**config.mk**
```make
export PLATFORM = sky130hd
export DESIGN_NAME = shc_fifo
export DESIGN_NICKNAME = d
export VERILOG_FILES = /design/src/shc_pkg.sv /design/src/shc_fifo.sv
export SDC_FILE = /design/constraint.sdc
export NUM_CORES = 1
export LEC_CHECK = 0
export ABC_AREA = 1
export BUFFER_PORTS_ARGS = -buffer_cell sky130_fd_sc_hd__buf_2
export CORE_UTILIZATION = 25
export CTS_CLUSTER_DIAMETER = 50
export DETAILED_ROUTE_END_ITERATION = 16
export GPL_TIMING_DRIVEN = 0
export SLEW_MARGIN = 20
export SYNTH_ARGS = -nofsm -noshare
export SYNTH_HDL_FRONTEND = slang
export SYNTH_SLANG_ARGS = --single-unit
```
**constraint.sdc**
```tcl
create_clock -name clk_i -period 1.7 [get_ports clk_i]
set_input_delay 0.085 -clock clk_i [delete_from_list [all_inputs] [get_ports clk_i]]
set_output_delay 0.085 -clock clk_i [all_outputs]
set_load 0.05 [all_outputs]
```
**src/shc_pkg.sv**
```systemverilog
// -----------------------------------------------------------------------------
// shc_pkg: shared types and constants for the static Huffman codec
// Command and status codes, queue entry and result layouts, sizes.
// -----------------------------------------------------------------------------
package shc_pkg;

  localparam int unsigned ALPHA_SIZE = 256;
  localparam int unsigned SYM_W      = 8;
  localparam int unsigned NODE_W     = 9;
  localparam int unsigned NODE_CNT   = 2 * ALPHA_SIZE - 1;
  localparam int unsigned INNER_CNT  = ALPHA_SIZE - 1;
  localparam int unsigned CNT_W      = 16;
  localparam int unsigned WGT_W      = CNT_W + 1;
  localparam int unsigned CODE_W     = 32;
  localparam int unsigned LEN_W      = 6;
  localparam int unsigned DEPTH_W    = 9;
  localparam int unsigned LEN_LIMIT  = 32;
  localparam int unsigned DIST_W     = 9;
  localparam int unsigned CMD_W      = 3;
  localparam int unsigned STAT_W     = 2;

  localparam logic [CNT_W-1:0] CNT_MAX = '1;

  typedef enum logic [CMD_W-1:0] {
    CMD_CLEAR  = 3'd0,
    CMD_COUNT  = 3'd1,
    CMD_BUILD  = 3'd2,
    CMD_ENCODE = 3'd3,
    CMD_DECODE = 3'd4
  } cmd_e;

  typedef enum logic [STAT_W-1:0] {
    ST_OK        = 2'd0,
    ST_NOT_BUILT = 2'd1,
    ST_EMPTY     = 2'd2,
    ST_OVERFLOW  = 2'd3
  } status_e;

  typedef struct packed {
    cmd_e             cmd;
    logic [SYM_W-1:0] symbol;
    logic             code_bit;
  } cmd_entry_t;

  typedef struct packed {
    logic       valid;
    cmd_entry_t entry;
  } queue_head_t;

  typedef struct packed {
    status_e           status;
    logic [CODE_W-1:0] code_word;
    logic [LEN_W-1:0]  code_length;
    logic [SYM_W-1:0]  decoded_symbol;
    logic [DIST_W-1:0] distinct_symbols;
  } result_t;

endpackage

```
**src/shc_fifo.sv**
```systemverilog
// -----------------------------------------------------------------------------
// shc_fifo: command queue between intake and execution
// Small circular buffer of classified requests.
// -----------------------------------------------------------------------------
module shc_fifo import shc_pkg::*; #(
  parameter int unsigned DEPTH = 2
) (
  input  logic        clk_i,
  input  logic        rst_ni,
  input  logic        push_i,
  input  cmd_entry_t  entry_i,
  output logic        full_o,
  input  logic        pop_i,
  output queue_head_t head_o
);

  localparam int unsigned PTR_W = (DEPTH > 1) ? $clog2(DEPTH) : 1;
  localparam int unsigned CNT_W_Q = $clog2(DEPTH + 1);

  cmd_entry_t           mem_q [DEPTH];
  logic [PTR_W-1:0]     wptr_q, rptr_q;
  logic [CNT_W_Q-1:0]   cnt_q;

  assign full_o       = (cnt_q == CNT_W_Q'(DEPTH));
  assign head_o.valid = (cnt_q != '0);
  assign head_o.entry = mem_q[rptr_q];

  always_ff @(posedge clk_i) begin
    if (push_i) begin
      mem_q[wptr_q] <= entry_i;
    end
  end

  always_ff @(posedge clk_i or negedge rst_ni) begin
    if (!rst_ni) begin
      wptr_q <= '0;
      rptr_q <= '0;
      cnt_q  <= '0;
    end else begin
      if (push_i) begin
        wptr_q <= (wptr_q == PTR_W'(DEPTH - 1)) ? '0 : wptr_q + PTR_W'(1);
      end
      if (pop_i) begin
        rptr_q <= (rptr_q == PTR_W'(DEPTH - 1)) ? '0 : rptr_q + PTR_W'(1);
      end
      if (push_i && !pop_i) begin
        cnt_q <= cnt_q + CNT_W_Q'(1);
      end else if (pop_i && !push_i) begin
        cnt_q <= cnt_q - CNT_W_Q'(1);
      end
    end
  end

endmodule

```
==> flow_summary.toml <==
[setup_path]
r2r-end = "mem_q[0][6]$_DFFE_PP_"
crit_fanout = 10
crit_type = "reg2out"
arrival_ns = 1.43
critPathRequiredTime_ns = 1.62
cp-start-kind = "flip-flop"
worst-r2r-setup-slack_ns = 0.38
end_kind = "primary output"
crit_end = "head_o[8]"
r2r_cells = 1
crit_path_start = "rptr_q$_DFFE_PN0P_"
r2r_start = "wptr_q$_DFFE_PN0P_"

[synth]
yosysTopAreaCell = "edfxtp_1"
ys.flop_type = "edfxtp_1"
ys_types = 13
synth.most_common_cell = "edfxtp_1"
ys_warn_count = 0
synth_area_um2 = 1110
async_flop_share_pct = 14.3
syn-num-nets = 79
synth.avg_cell_area_um2 = 17.9
synth.area.top_cells = "edfxtp_1 (65%), mux2_4 (12%), dfrtp_1 (9.0%)"
postSynthCellCount = 62
yosys-top-cells-count = "edfxtp_1 (24), mux2_4 (9), inv_1 (7)"
yosys_register_bits = 28
yosysSeqAreaShare_pct = 74.1
synth_top_area_share_pct = 65.1
synth_edf_count = 24

[power_and_ir_drop]
peakVddDrop_uv = 768
p_per_area_nw_per_um2 = 1820
power.static_leakage_nw = 0.622

[cells_and_area]
seqCellArea_um2 = 821
multi_input_area_um2 = 251
final_nets = 120
area_growth_pct = 31.8
final_layout_size_suffix_gt1_share_pct = 46.1
diodes = 0
fillers = 422

[global_routing]
grt_pass1_wl_um = 2590
grt_usage_pct = 7.84
grt_overflow = 0
grt_pass1_vias = 609
antenna_found_initial = 0
grt_max_degree = 17

[clocking]
h-tree-depth = 1
cts_buffer_depth = 2
cts_sinks = 28
cts_setup_buffers = 0
numCtsBuffers = 3
root_buffer = "clkbuf_8"
worstSkewPairLatency_ns = 0.26
clk_pin_slew_ns = 0.08
cts_tree = "built"

[sta]
clock_skew_ns = 0.000464
slew_headroom_pct = 56.9
hold_slack_ns = 0.00835
finalCriticalPeriod_ns = 1.51
setup_viol = 0
max_freq_mhz = 662
period_share_pct = 88.9
max_slew.worst_pin.slew_ns = 0.646
grt_setup_unrepaired = "no"
tns_ns = 0
finalWorstSetupSlack_ns = 0.189
maxSlewViolCount = 0
hold_viol = 0

[routing]
drt_pass1_iterations = 4
drtIter0Drc = 44
antenna_left = 0
routedWlPerCell_um = 11.0
dr_total_vias = 618
drc_errors = 0
wl_um = 1680
vias_per_cell = 4.07

[floorplanning]
fp.coreArea_um2 = 4120
die_w_um = 68.6
start_util_pct = 26.9
die_area_um2 = 4700
num_rows = 23
fp.dieH_um = 68.6
top_level_ports = 30

[placement]
pre_cts_slack_ns = 0.0333
routabilityCongestion = 0.595
portBuffers = 29
hpwl_um = 1240

[hold_path]
hold_class = "in2reg"

[flow_run]
drv_cap = 0

[run_status]
outcome = "complete, no violations"
-- flip-flops by register name, summed over array words and instances (netlist names) --
name    flops
wptr_q      1
rptr_q      1
cnt_q       2
mem_q      24
-- cells by family (layout without fill, tap and decap cells) --
logic type,Yosys count,after routing,share of synthesized area [%]
DFF,28,28,74.1
adders and majority gates,1,1,1.13
muxes,12,12,15.3
and+or+nand+nor,10,10,3.73
buffers and inverters,8,48,3.39
xor gates and xnor gates,3,3,2.37
-- cell usage in the layout (no fill, tap or decap), drive strengths merged, types with 2 or more instances in the layout --
| cell type | synthesis | final |
|---|---|---|
| xor2 | 2 | 2 |
| edfxtp | 24 | 24 |
| inv | 7 | 7 |
| mux2 | 12 | 12 |
| dfrtp | 4 | 4 |
| buf | 1 | 30 |
| dlygate4sd3 | 0 | 7 |
| clkbuf | 0 | 3 |
| nor2 | 2 | 2 |
| nand2 | 6 | 6 |
-- worst max-delay path, cell delays in order (launching register included) --
cell     delay [ns]
dfrtp_1        0.43
buf_6          0.20
mux2_4         0.31
buf_2          0.21
-- cell type report --
class | count | area share [%]
well taps | 50 | 4.29
clock buffers | 3 | 2.83
inverters | 7 | 1.80
flip-flops and latches | 28 | 56.3
repair buffers | 36 | 14.8
clock inverters | 1 | 2.06
plain buffers | 1 | 0.772
multi-input cells | 26 | 17.2
-- routing by layer --
layer	wire (um)	GRT usage, %
met3	110	3.45
met4	11	1.56
met5	0	0
met1	694	7.54
met2	860	15.2
-- how the worst min path moves through the flow --
| stage | to | startpoint | depth (start not counted) |
|---|---|---|---|
| floorplan | cnt_q[0]$_DFFE_PN0P_ | rst_ni | 0 |
| global placement | wptr_q$_DFFE_PN0P_ | rst_ni | 1 |
| detailed placement | cnt_q[1]$_DFFE_PN0P_ | rst_ni | 1 |
| CTS | mem_q[1][1]$_DFFE_PP_ | entry_i[1] | 1 |
| global route | mem_q[1][1]$_DFFE_PP_ | entry_i[1] | 1 |
| finish | mem_q[1][1]$_DFFE_PP_ | entry_i[1] | 1 |
-- what timing repair did --
action                                  4_1_cts  5_1_grt
gates resized for setup                       0        1
endpoints found under the hold margin         8        8
hold buffers                                  3        4
endpoints found under the setup margin        0        4
-- through the flow --
step           total power, mW  cell area (um^2)  std cells  util (%)
6_report                  2.65              1460        152      35.5
3_3_place_gp              2.15              1320        141      32.0
4_1_cts                   2.68              1420        148      34.4
2_1_floorplan             1.95              1110         62         -
3_5_place_dp              2.17              1320        141      32.0
5_1_grt                   2.79              1460        152      35.5
-- report_power, final --
part           internal, mW  switching [mW]  total, mW
logic                 0.371           0.781       1.15
clock network         0.314           0.181      0.495
registers             0.926          0.0760       1.00
No activity file was read; power rests on OpenSTA's default activity.
